**src/hw/rtl/cda_pkg.sv**
```systemverilog
package cda_pkg;

   // Operation codes carried in a request.
   localparam logic [1:0] OP_ADD_DAYS   = 2'd0;
   localparam logic [1:0] OP_ADD_WEEKS  = 2'd1;
   localparam logic [1:0] OP_ADD_MONTHS = 2'd2;

   // Status codes returned with a result.
   localparam logic [1:0] STATUS_OK        = 2'd0;
   localparam logic [1:0] STATUS_BAD_DATE  = 2'd1;
   localparam logic [1:0] STATUS_SATURATED = 2'd2;

   localparam int DAY_WIDTH   = 5;
   localparam int MONTH_WIDTH = 4;
   localparam int COUNT_WIDTH = 12;
   localparam int YEAR_BITS   = 14;
   // Largest day-step count is seven times the largest count.
   localparam int STEPS_WIDTH = 15;
   localparam int REM400_WIDTH = 9;
   localparam int REM100_WIDTH = 7;

   localparam logic [MONTH_WIDTH-1:0] MONTH_JAN = 4'd1;
   localparam logic [MONTH_WIDTH-1:0] MONTH_FEB = 4'd2;
   localparam logic [MONTH_WIDTH-1:0] MONTH_DEC = 4'd12;

   typedef struct packed {
      logic [1:0]             op;
      logic [COUNT_WIDTH-1:0] count;
      logic [DAY_WIDTH-1:0]   start_day;
      logic [MONTH_WIDTH-1:0] start_month;
      logic [YEAR_BITS-1:0]   start_year;
   } req_type;

   typedef struct packed {
      logic [DAY_WIDTH-1:0]   end_day;
      logic [MONTH_WIDTH-1:0] end_month;
      logic [YEAR_BITS-1:0]   end_year;
      logic [1:0]             status;
   } rsp_type;

   typedef struct packed {
      logic                 year_over;
      logic [DAY_WIDTH-1:0] month_len;
   } cda_step_status_type;

   function automatic logic [DAY_WIDTH-1:0] month_days(input logic [MONTH_WIDTH-1:0] month,
                                                       input logic leap);
      logic [DAY_WIDTH-1:0] len;
      unique case (month)
         4'd1, 4'd3, 4'd5, 4'd7, 4'd8, 4'd10, 4'd12: len = 5'd31;
         4'd4, 4'd6, 4'd9, 4'd11:                    len = 5'd30;
         MONTH_FEB:                                  len = leap ? 5'd29 : 5'd28;
         default:                                    len = 5'd0;
      endcase
      return len;
   endfunction

endpackage

```
**src/hw/rtl/calendar_date_adder.sv**
```systemverilog
// Channel   Ports                    Direction  Handshake
// request   start, busy, req_data    in         taken when start is high and busy is low
// result    rsp_valid, rsp_data      out        one-cycle strobe, no back-pressure
//
// A request runs through ST_REDUCE, ST_SPLIT and ST_CHECK, then takes N single-day or
// single-month steps in ST_RUN, N being count, or seven times count for weeks, at most 28665;
// a bad date skips ST_RUN and its steps, saturation stops early.
// The shared step unit advances the date by one day or one month per cycle; the year
// remainder modulo 400 is found first by repeated subtraction. Reset clears the sequencer and
// the result strobe. busy is high from the cycle after a request is taken until the strobe.
module calendar_date_adder #(
   parameter int COUNT_MAX = 4095,
   parameter int YEAR_MAX  = 9999
) (
   input  logic             clock,
   input  logic             reset,
   input  logic             start,
   output logic             busy,
   input  cda_pkg::req_type req_data,
   output logic             rsp_valid,
   output cda_pkg::rsp_type rsp_data
);
   import cda_pkg::*;

   localparam int YearNeed  = $clog2(YEAR_MAX + 1);
   localparam int YearWidth = (YearNeed > YEAR_BITS) ? YearNeed : YEAR_BITS;
   localparam logic [YearWidth-1:0] YearLimit = YearWidth'(YEAR_MAX);
   localparam logic [COUNT_WIDTH-1:0] CountLimit =
      (COUNT_MAX >= 4095) ? {COUNT_WIDTH{1'b1}} : COUNT_WIDTH'(COUNT_MAX);
   localparam logic [YearWidth-1:0] Year400 = YearWidth'(400);

   typedef enum logic [2:0] {
      ST_IDLE,
      ST_REDUCE,
      ST_SPLIT,
      ST_CHECK,
      ST_RUN
   } state_type;

   state_type               state_ff, state_in;
   logic                    rsp_valid_ff, rsp_valid_in;
   rsp_type                 rsp_ff, rsp_in;
   logic [DAY_WIDTH-1:0]    day_ff, day_in;
   logic [MONTH_WIDTH-1:0]  month_ff, month_in;
   logic [YearWidth-1:0]    year_ff, year_in;
   logic [YearWidth-1:0]    rem_ff, rem_in;
   logic [REM400_WIDTH-1:0] rem400_ff, rem400_in;
   logic [REM100_WIDTH-1:0] rem100_ff, rem100_in;
   logic [STEPS_WIDTH-1:0]  steps_ff, steps_in;
   logic                    month_op_ff, month_op_in;

   logic                    month_mode;
   logic [DAY_WIDTH-1:0]    step_day;
   logic [MONTH_WIDTH-1:0]  step_month;
   logic [YearWidth-1:0]    step_year;
   logic [REM400_WIDTH-1:0] step_rem400;
   logic [REM100_WIDTH-1:0] step_rem100;
   cda_step_status_type     step_status;

   logic [COUNT_WIDTH-1:0]  count_lim;
   logic [STEPS_WIDTH-1:0]  count_ext;
   logic [REM400_WIDTH-1:0] split_rem100;
   logic                    date_bad;

   assign month_mode = (state_ff == ST_RUN) && month_op_ff;

   cda_step_unit #(
      .YEAR_MAX   (YEAR_MAX),
      .YEAR_WIDTH (YearWidth)
   ) u_step (
      .month_mode  (month_mode),
      .day         (day_ff),
      .month       (month_ff),
      .year        (year_ff),
      .rem400      (rem400_ff),
      .rem100      (rem100_ff),
      .day_next    (step_day),
      .month_next  (step_month),
      .year_next   (step_year),
      .rem400_next (step_rem400),
      .rem100_next (step_rem100),
      .status      (step_status)
   );

   assign count_lim = (req_data.count > CountLimit) ? CountLimit : req_data.count;
   assign count_ext = STEPS_WIDTH'(count_lim);

   // The remainder modulo 400 is below 400, so three compares give it modulo 100.
   always_comb begin
      priority if (rem_ff[REM400_WIDTH-1:0] >= 9'd300) begin
         split_rem100 = rem_ff[REM400_WIDTH-1:0] - 9'd300;
      end else if (rem_ff[REM400_WIDTH-1:0] >= 9'd200) begin
         split_rem100 = rem_ff[REM400_WIDTH-1:0] - 9'd200;
      end else if (rem_ff[REM400_WIDTH-1:0] >= 9'd100) begin
         split_rem100 = rem_ff[REM400_WIDTH-1:0] - 9'd100;
      end else begin
         split_rem100 = rem_ff[REM400_WIDTH-1:0];
      end
   end

   assign date_bad = (month_ff < MONTH_JAN) || (month_ff > MONTH_DEC) ||
                     (year_ff == '0) || (year_ff > YearLimit) ||
                     (day_ff == '0) || (day_ff > step_status.month_len);

   always_comb begin
      state_in     = state_ff;
      rsp_valid_in = 1'b0;
      rsp_in       = rsp_ff;
      day_in       = day_ff;
      month_in     = month_ff;
      year_in      = year_ff;
      rem_in       = rem_ff;
      rem400_in    = rem400_ff;
      rem100_in    = rem100_ff;
      steps_in     = steps_ff;
      month_op_in  = month_op_ff;
      unique case (state_ff)
         ST_IDLE: begin
            if (start) begin
               day_in      = req_data.start_day;
               month_in    = req_data.start_month;
               year_in     = YearWidth'(req_data.start_year);
               rem_in      = YearWidth'(req_data.start_year);
               month_op_in = (req_data.op == OP_ADD_MONTHS);
               unique case (req_data.op)
                  OP_ADD_DAYS:   steps_in = count_ext;
                  OP_ADD_WEEKS:  steps_in = (count_ext << 3) - count_ext;
                  OP_ADD_MONTHS: steps_in = count_ext;
                  default:       steps_in = '0;
               endcase
               state_in = ST_REDUCE;
            end
         end
         ST_REDUCE: begin
            if (rem_ff >= Year400) begin
               rem_in = rem_ff - Year400;
            end else begin
               state_in = ST_SPLIT;
            end
         end
         ST_SPLIT: begin
            rem400_in = rem_ff[REM400_WIDTH-1:0];
            rem100_in = split_rem100[REM100_WIDTH-1:0];
            state_in  = ST_CHECK;
         end
         ST_CHECK: begin
            if (date_bad) begin
               rsp_in.end_day   = day_ff;
               rsp_in.end_month = month_ff;
               rsp_in.end_year  = year_ff[YEAR_BITS-1:0];
               rsp_in.status    = STATUS_BAD_DATE;
               rsp_valid_in     = 1'b1;
               state_in         = ST_IDLE;
            end else begin
               state_in = ST_RUN;
            end
         end
         ST_RUN: begin
            if (steps_ff == '0) begin
               rsp_in.end_day   = day_ff;
               rsp_in.end_month = month_ff;
               rsp_in.end_year  = year_ff[YEAR_BITS-1:0];
               rsp_in.status    = STATUS_OK;
               rsp_valid_in     = 1'b1;
               state_in         = ST_IDLE;
            end else if (step_status.year_over) begin
               rsp_in.end_day   = 5'd31;
               rsp_in.end_month = MONTH_DEC;
               rsp_in.end_year  = YearLimit[YEAR_BITS-1:0];
               rsp_in.status    = STATUS_SATURATED;
               rsp_valid_in     = 1'b1;
               state_in         = ST_IDLE;
            end else begin
               day_in    = step_day;
               month_in  = step_month;
               year_in   = step_year;
               rem400_in = step_rem400;
               rem100_in = step_rem100;
               steps_in  = steps_ff - STEPS_WIDTH'(1);
            end
         end
         default: begin
            state_in = ST_IDLE;
         end
      endcase
   end

   always_ff @(posedge clock) begin
      if (reset) begin
         state_ff     <= ST_IDLE;
         rsp_valid_ff <= 1'b0;
      end else begin
         state_ff     <= state_in;
         rsp_valid_ff <= rsp_valid_in;
      end
      rsp_ff      <= rsp_in;
      day_ff      <= day_in;
      month_ff    <= month_in;
      year_ff     <= year_in;
      rem_ff      <= rem_in;
      rem400_ff   <= rem400_in;
      rem100_ff   <= rem100_in;
      steps_ff    <= steps_in;
      month_op_ff <= month_op_in;
   end

   assign busy      = (state_ff != ST_IDLE);
   assign rsp_valid = rsp_valid_ff;
   assign rsp_data  = rsp_ff;

endmodule

```
**src/hw/rtl/cda_step_unit.sv**
```systemverilog
module cda_step_unit #(
   parameter int YEAR_MAX   = 9999,
   parameter int YEAR_WIDTH = 14
) (
   input  logic                                   month_mode,
   input  logic [cda_pkg::DAY_WIDTH-1:0]          day,
   input  logic [cda_pkg::MONTH_WIDTH-1:0]        month,
   input  logic [YEAR_WIDTH-1:0]                  year,
   input  logic [cda_pkg::REM400_WIDTH-1:0]       rem400,
   input  logic [cda_pkg::REM100_WIDTH-1:0]       rem100,
   output logic [cda_pkg::DAY_WIDTH-1:0]          day_next,
   output logic [cda_pkg::MONTH_WIDTH-1:0]        month_next,
   output logic [YEAR_WIDTH-1:0]                  year_next,
   output logic [cda_pkg::REM400_WIDTH-1:0]       rem400_next,
   output logic [cda_pkg::REM100_WIDTH-1:0]       rem100_next,
   output cda_pkg::cda_step_status_type           status
);
   import cda_pkg::*;

   localparam logic [YEAR_WIDTH-1:0]   YearLimit = YEAR_WIDTH'(YEAR_MAX);
   localparam logic [REM400_WIDTH-1:0] Rem400Top = 9'd399;
   localparam logic [REM100_WIDTH-1:0] Rem100Top = 7'd99;

   logic                   leap;
   logic                   at_limit;
   logic [MONTH_WIDTH-1:0] month_inc;
   logic [MONTH_WIDTH-1:0] len_month;
   logic [DAY_WIDTH-1:0]   len;
   logic [REM400_WIDTH-1:0] rem400_inc;
   logic [REM100_WIDTH-1:0] rem100_inc;

   // Leap year from the low year bits and the running remainders.
   assign leap = ((year[1:0] == 2'd0) && (rem100 != '0)) || (rem400 == '0);
   assign at_limit = (year >= YearLimit);
   assign month_inc = (month < MONTH_DEC) ? month + 4'd1 : MONTH_JAN;
   // A month step clamps against the month being entered; January's length
   // does not depend on the year, so the current leap flag serves.
   assign len_month = month_mode ? month_inc : month;
   assign len = month_days(len_month, leap);
   assign rem400_inc = (rem400 == Rem400Top) ? '0 : rem400 + 9'd1;
   assign rem100_inc = (rem100 == Rem100Top) ? '0 : rem100 + 7'd1;

   always_comb begin
      day_next         = day;
      month_next       = month;
      year_next        = year;
      rem400_next      = rem400;
      rem100_next      = rem100;
      status.year_over = 1'b0;
      status.month_len = len;
      if (month_mode) begin
         if (month < MONTH_DEC) begin
            month_next = month_inc;
         end else if (at_limit) begin
            status.year_over = 1'b1;
         end else begin
            month_next  = MONTH_JAN;
            year_next   = year + YEAR_WIDTH'(1);
            rem400_next = rem400_inc;
            rem100_next = rem100_inc;
         end
         if (day > len) begin
            day_next = len;
         end
      end else begin
         if (day < len) begin
            day_next = day + 5'd1;
         end else if (month < MONTH_DEC) begin
            day_next   = 5'd1;
            month_next = month_inc;
         end else if (at_limit) begin
            status.year_over = 1'b1;
         end else begin
            day_next    = 5'd1;
            month_next  = MONTH_JAN;
            year_next   = year + YEAR_WIDTH'(1);
            rem400_next = rem400_inc;
            rem100_next = rem100_inc;
         end
      end
   end

endmodule

```
**config.mk**
```make
export PLATFORM = sky130hd
export DESIGN_NAME = calendar_date_adder
export DESIGN_NICKNAME = d
export VERILOG_FILES = /design/src/hw/rtl/cda_pkg.sv /design/src/hw/rtl/calendar_date_adder.sv /design/src/hw/rtl/cda_step_unit.sv
export SDC_FILE = /design/constraint.sdc
export NUM_CORES = 1
export LEC_CHECK = 0
export BUFFER_PORTS_ARGS = -buffer_cell sky130_fd_sc_hd__buf_2
export CAP_MARGIN = 20
export CORE_MARGIN = 2
export CORE_UTILIZATION = 54
export CTS_CLUSTER_SIZE = 40
export DETAILED_ROUTE_END_ITERATION = 8
export PLACE_DENSITY = 0.77
export SLEW_MARGIN = 5
export SYNTH_ARGS = -nofsm -noshare
export SYNTH_HDL_FRONTEND = slang
export SYNTH_SLANG_ARGS = --single-unit
```
**constraint.sdc**
```tcl
create_clock -name clock -period 4.6 [get_ports clock]
set_clock_uncertainty 0.05 [all_clocks]
set_input_delay 0.92 -clock clock [delete_from_list [all_inputs] [get_ports clock]]
set_output_delay 0.92 -clock clock [all_outputs]
set_load 0.02 [all_outputs]
```
# [Word-level counts from Yosys, hierarchy flattened]
# Cells that the tools add are included.
# Widths: inputs -> output; s select.
[classes] muxes=74 div_mod_pow=0 bitwise=0 n_addsub=11 eq_ne=30 n_lt_le_gt_ge=12 n_reduce_logical=32 shift=0 multipliers=0
[ops] operator="$mux 14" count=8
[ops] operator="$mux 25" count=3
[ops] operator="$mux 7" count=10
[ops] operator="$mux 9" count=7
[ops] operator="$pmux 15 s2" count=2
[ops] operator="$pmux 14 s2" count=2
[ops] operator="$pmux 25 s2" count=1
[ops] operator="$mux 15" count=3
[ops] operator="$mux 5" count=8
[ops] operator="$mux 4" count=9
[ops] operator="$eq 4x4->1 const B" count=5
[ops] operator="$pmux 9 s2" count=1
[ops] operator="$eq 4x3->1 const B" count=4
[ops] operator="$logic_not 15->1" count=1
[ops] operator="$mux 3" count=5
[ops] operator="$pmux 3 s5" count=1
[ops] operator="$pmux 5 s3" count=1
[ops] operator="$sub 15x1->15 const B" count=1
[ops] operator="$sub 15x12->15" count=1
[ops] operator="$add 14x1->14 const B" count=1
[ops] operator="$ge 14x14->1 const B" count=1
[ops] operator="$ge 14x9->1 const B" count=1
[ops] operator="$gt 14x14->1 const B" count=1
[ops] operator="$logic_not 14->1" count=1
[ops] operator="52 further kinds" count=81
[totals] output_inout_bits=27 in_bits=40 mem_count=0 rom_bits=0 elab_cells=173 register_bits=98 latchBits=0 ramBits=0

# [Depth between registers and ports, before layout]
[logic_depth] ltp_word=12 ltp_mapped=14 ltp_nobuf=13

# [Modules after synthesis]
# From an unflattened synthesis, not the netlist that was laid out.
[hier_totals] cells_unflattened=785 area_unflattened_um2=7056.8
[modules_own_cells] mod="calendar_date_adder" seq_area_each_um2=2902.8 cells_per_inst=568 n_inst=1 area_per_inst_um2=5665.4
[modules_own_cells] mod="cda_step_unit" seq_area_each_um2=0.0 cells_per_inst=217 n_inst=1 area_per_inst_um2=1391.3

# [Worst setup path after synthesis]
# No wires, ideal clock.
[synth_path] path_kind="register to register" start="register month_ff[0]" end="register rem100_ff[0] (enable)" arrival_ns=4.392 setup_slack_ns=-0.256 t_required_ns=4.136 synth_period_minus_slack_ns=4.856 path_stages_with_launch=14 setup_ns=0.414 path_buffers=1 cell_sequence="edfxtp_1 > clkbuf_1 > inv_1 > ha_1 > o211a_1 > o31ai_1 > o21ai_0 > ha_1 > a21o_1 > a21o_1 > a2111oi_2 > or2_2 > nand3b_1 > a211oi_1"
[synth_between] elab_chain_cells=11 elab_cells_between_ends=26 classes_between="add/sub (1); order compare (2); eq/ne (14); mux (6); reduce/logical (3)"
[synth_rtl] item="start, declared" line_no="calendar_date_adder.sv:44" rtl="logic [MONTH_WIDTH-1:0] month_ff, month_in;"
[synth_rtl] item="start signal, assigned" line_no="calendar_date_adder.sv:198" rtl="month_ff <= month_in;"
[synth_rtl] item="$add 4x1->4 or $lt 4x4->1 (tied branches)" line_no="cda_step_unit.sv:35, cda_step_unit.sv:52, cda_step_unit.sv:68"
[synth_rtl] item="$mux 4" line_no="cda_step_unit.sv:35" rtl="assign month_inc = (month < MONTH_DEC) ? month + 4'd1 : MONTH_JAN;"
[synth_rtl] item="$mux 4" line_no="cda_step_unit.sv:38" rtl="assign len_month = month_mode ? month_inc : month;"
[synth_rtl] item="$eq 4x1->1 (tied with other cells)" line_no="cda_pkg.sv:49" rtl="unique case (month)"
[synth_rtl] item="$reduce_or 7->1 or $reduce_or 4->1 (tied branches)" line_no="cda_pkg.sv:49"
[synth_rtl] item="$pmux 5 s3" line_no="cda_pkg.sv:49"
[synth_rtl] item="$lt 5x5->1" line_no="cda_step_unit.sv:66" rtl="if (day < len) begin"
[synth_rtl] item="$mux 1" line_no="cda_step_unit.sv:66"
[synth_rtl] item="$mux 1" line_no="cda_step_unit.sv:51" rtl="if (month_mode) begin"
[synth_rtl] item="$ne 2x2->1 (no source line)"
[synth_rtl] item="$reduce_and 4->1 (no source line) (*)"
[synth_rtl] item="end signal, assigned" line_no="calendar_date_adder.sv:202" rtl="rem100_ff <= rem100_in;"
[synth_rtl] item="end, declared" line_no="calendar_date_adder.sv:48" rtl="logic [REM100_WIDTH-1:0] rem100_ff, rem100_in;"
# Mark *: on every way between the ends. The rest lies on a longest branch, timed or not.
# A chain may end at the register's enable or synchronous reset.

# [Final worst setup path]
[layout_path] start="register state_ff[1]" end="register rsp_ff (netlist bit rsp_data[10]) (enable)"
[layout_between] elab_chain_cells=11 elab_cells_between_ends=28 classes_between="order compare (2); eq/ne (16); mux (4); reduce/logical (6)"
[layout_rtl] item="start, declared" line_no="calendar_date_adder.sv:40" rtl="state_type state_ff, state_in;"
[layout_rtl] item="start signal, assigned" line_no="calendar_date_adder.sv:193" rtl="state_ff <= state_in;"
[layout_rtl] item="$eq 3x3->1" line_no="calendar_date_adder.sv:65, calendar_date_adder.sv:117"
[layout_rtl] item="$logic_and 1x1->1" line_no="calendar_date_adder.sv:65" rtl="assign month_mode = (state_ff == ST_RUN) && month_op_ff;"
[layout_rtl] item="$mux 4" line_no="cda_step_unit.sv:38"
[layout_rtl] item="$eq 4x1->1 (tied with other cells)" line_no="cda_pkg.sv:49"
[layout_rtl] item="$reduce_or 7->1 or $reduce_or 4->1 (tied branches)" line_no="cda_pkg.sv:49"
[layout_rtl] item="$pmux 5 s3" line_no="cda_pkg.sv:49"
[layout_rtl] item="$lt 5x5->1" line_no="cda_step_unit.sv:66"
[layout_rtl] item="$mux 1" line_no="cda_step_unit.sv:66"
[layout_rtl] item="$mux 1" line_no="cda_step_unit.sv:51"
[layout_rtl] item="$ne 3x2->1 (no source line)"
[layout_rtl] item="$reduce_and 3->1 (no source line) (*)"
[layout_rtl] item="end signal, assigned" line_no="calendar_date_adder.sv:196" rtl="rsp_ff <= rsp_in;"
[layout_rtl] item="end, declared" line_no="calendar_date_adder.sv:42" rtl="rsp_type rsp_ff, rsp_in;"
# Marks and branches as above.

==> flow_summary_export.csv <==
group,metric,value,unit
run_status,status,"complete, no violations",
power,power_frac_seq,0.481,
power,leakage,0.00290,uW
critical_path,critPathKind,"flop to flop",
critical_path,required,4.61,ns
timing,slew_violations,0,
clocking,ctsHoldBuffers,0,
clocking,h-tree-depth,3,
finish,multiInputGateArea,3480,um^2
timing,grt_setup_unrepaired,"false",
critical_path,critPathLaunchType,"flop",
timing,setup_ws,0.291,ns
timing,fin_crit,4.31,ns
global_routing,grtUsageTotal,0.238,
placed_design,detailed_place_hpwl,11.2,mm
routing,drt_pass1_iterations,5,
power,totalPowerFinal,2470,uW
power,power_density,333,nW/um^2
critical_path,cp_num_buf_inv,1,
flow_run,cap_violations,0,
placed_design,place.port_buffers,66,
global_routing,overflow,0,
critical_path,endpoint_kind,"flop",
synth,ys_warn_count,0,
synth,synth_edf_count,94,
clocking,cts.path.max_buffers,2,
routing,drt_iter0_drc,458,
floorplanning,dieArea,13300,um^2
routing,vias_per_cell,6.07,
synth,ys.flop_type,"edfxtp_1",
clocking,clk_latency,0.35,ns
clocking,numClockSinks,98,
clocking,clockRootBuffer,"clkbuf_16",
global_routing,grt_pass1_vias,5197,
global_routing,met3_usage,0.0300,
synth,ys_ff_latch,98,
hold_path,hp-class,"flop to flop",
synth,synth_cells,701,
synth,synthesis.nets,779,
finish,nNetsFinal,837,
global_routing,grt_pass1_wl,25.1,mm
synth,seq_area_frac_synth,0.435,
synth,syn_area,6670,um^2
clocking,numCtsBuffers,9,
power,p_switching,773,uW
global_routing,grt_max_degree,61,
critical_path,path_max_fanout,17,
routing,drc,0,
finish,fillCellCount,998,
timing,fmax,232,MHz
global_routing,grt_busiest_layer,"met2",
global_routing,use_met2,0.387,
clocking,cts_tree,"yes",
critical_path,arrival,4.32,ns
timing,setup_viol,0,
placed_design,globalplace.congestion,0.846,
finish,seq_area,2900,um^2
finish,syn_to_final_growth,11.2,%
power,p_comb_frac,0.229,
placed_design,place_worst_setup_slack,0.352,ns
power,clkPwrFrac,0.290,
routing,vias,5529,
critical_path,critPathMaxStageDelay,0.53,ns
clocking,cts_setup_buffers,0,
clocking,clkSlewWorstSetupHoldPaths,0.07,ns
synth,synth_area_per_cell,9.51,um^2
floorplanning,start_util,0.555,
critical_path,crit_slowest_cell,"dfxtp_1",
timing,worst_pin_slew,0.907,ns
routing,detail_route.wl_per_cell,16.9,um
critical_path,path_cells,"nand4bb_1 > nor3_1 > o211a_1 > o31ai_1 > o21ai_0 > ha_1 > nand4_1 > nor2_1 > a2111oi_4 > or2_2 > and2_2 > o22ai_4 > buf_8",
floorplanning,pin_count,67,
synth,synth_cell_types,74,
synth,async_reset_ff_frac,0,
global_routing,groute.layer.met1.usage,0.327,
floorplanning,die_x,115,um
routing,drt.antenna.violating_nets,0,
power,irDropWorstVdd,0.222,mV
floorplanning,std_cell_rows,40,
timing,hold_viol,0,
power,internal_power,1700,uW
global_routing,antenna_found_initial,0,
finish,drive_gt1_frac,0.147,
critical_path,critPathTopFamily,"simple AND/OR/NAND/NOR gates",
timing,timing.final.crit_share,0.937,
power,power_switching_share,0.313,
timing,worst_slew_margin_rel,0.395,
routing,wl,15.4,mm
floorplanning,die_h,115,um
floorplanning,core_area,12000,um^2
finish,antenna_cells,0,
timing,fin_tns_setup,0,ns
clocking,ctsResizeCount,0,
[final cells by class]
class	instances	area share
tap	147	0.0248
clock buffer	9	0.0304
inverter	41	0.0211
timing repair buffer	76	0.0557
clock inverter	7	0.00692
sequential	98	0.391
multi-input combinational	533	0.470
[flip-flops by register name, indices dropped and copies added, names as in the netlist]
register	cells
year_ff	14
rem100_ff	7
rem400_ff	9
day_ff	5
state_ff	3
month_op_ff	1
rem_ff	14
rsp_data	25
rsp_valid	1
month_ff	4
steps_ff	15
[worst paths after layout]
path,startpoint,endpoint,slack (ns),cells past startpoint
worst min register to register,year_ff[1],rsp_data[3],0.58,2
worst min-delay path,year_ff[1],rsp_data[3],0.58,2
worst max-delay path,state_ff[1],rsp_data[10],0.29,13
worst max register to register,state_ff[1],rsp_data[10],0.29,13
[cells in the mapped netlist, types with 4 or more instances]
cell,instances,area (um^2)
a211oi_1,5,37.5
a21o_1,4,30.0
a21oi_1,40,200
a31oi_1,8,50.1
and3_1,9,56.3
buf_2,5,25.0
clkbuf_1,17,63.8
dfxtp_1,4,80.1
edfxtp_1,94,2820
ha_1,38,475
inv_1,39,146
nand2_1,63,236
nand2b_1,10,62.6
nand3_1,27,135
nand3b_1,5,37.5
nand4_1,7,43.8
nor2_1,67,251
nor2b_1,10,62.6
nor3_1,27,135
nor4_1,10,62.6
o21ai_0,45,225
o21bai_1,4,30.0
o22ai_1,12,75.1
or2_1,11,68.8
xnor2_1,39,342
xor2_1,22,193
[power groups by stage]
stage / Clock [uW] / Combinational, uW / Sequential [uW]
after floorplan: 0 / 432 / 1160
after global placement: 0 / 525 / 1200
after detailed placement: 0 / 546 / 1200
after CTS: 721 / 552 / 1180
after global routing: 752 / 633 / 1200
final: 717 / 564 / 1190
[through the flow]
step	util	area [um^2]	std cells	hold slack, ns
finish	0.617	7420	911	0.577
CTS	0.616	7400	911	0.549
global placement	0.591	7100	894	0.527
floorplan	-	6680	701	0.485
detailed placement	0.593	7120	895	0.530
global route	0.617	7420	911	0.588
[cell usage in the layout, fill, tap and decap left out, drive strengths merged, types with 13 or more instances in the layout]
cell / synthesis / routed
xor2: 22 / 22
o21ai: 47 / 47
xnor2: 39 / 39
ha: 38 / 38
buf: 9 / 76
nand2: 64 / 64
nand3: 28 / 28
or2: 13 / 13
inv: 40 / 42
nor2: 67 / 67
edfxtp: 94 / 94
a21oi: 40 / 40
nor3: 27 / 27
[cells by family after synthesis]
logic type / after synthesis / synth area share
muxes: 4 / 0.00638
and+or+nand+nor: 273 / 0.210
adders and majority gates: 38 / 0.0713
AOI/OAI and AO/OA: 157 / 0.149
buffers and inverters: 70 / 0.0475
DFF: 98 / 0.435
xor gates and xnor gates: 61 / 0.0801
[worst reg2reg max path: stages, from the launching register on]
cell,delay (ns)
dfxtp_1,0.53
nand4bb_1,0.35
nor3_1,0.11
o211a_1,0.26
o31ai_1,0.38
o21ai_0,0.27
ha_1,0.43
nand4_1,0.16
nor2_1,0.24
a2111oi_4,0.10
or2_2,0.35
and2_2,0.24
o22ai_4,0.32
buf_8,0.23
[per-layer routing]
| metal | up-vias | share of wire |
|---|---|---|
| met3 | 32 | 0.054 |
| met4 | 0 | 0.024 |
| met5 | - | 0 |
| met2 | 229 | 0.47 |
| li1 | 2669 | - |
| met1 | 2599 | 0.45 |
Note: power is estimated with default switching activity, not from simulation.
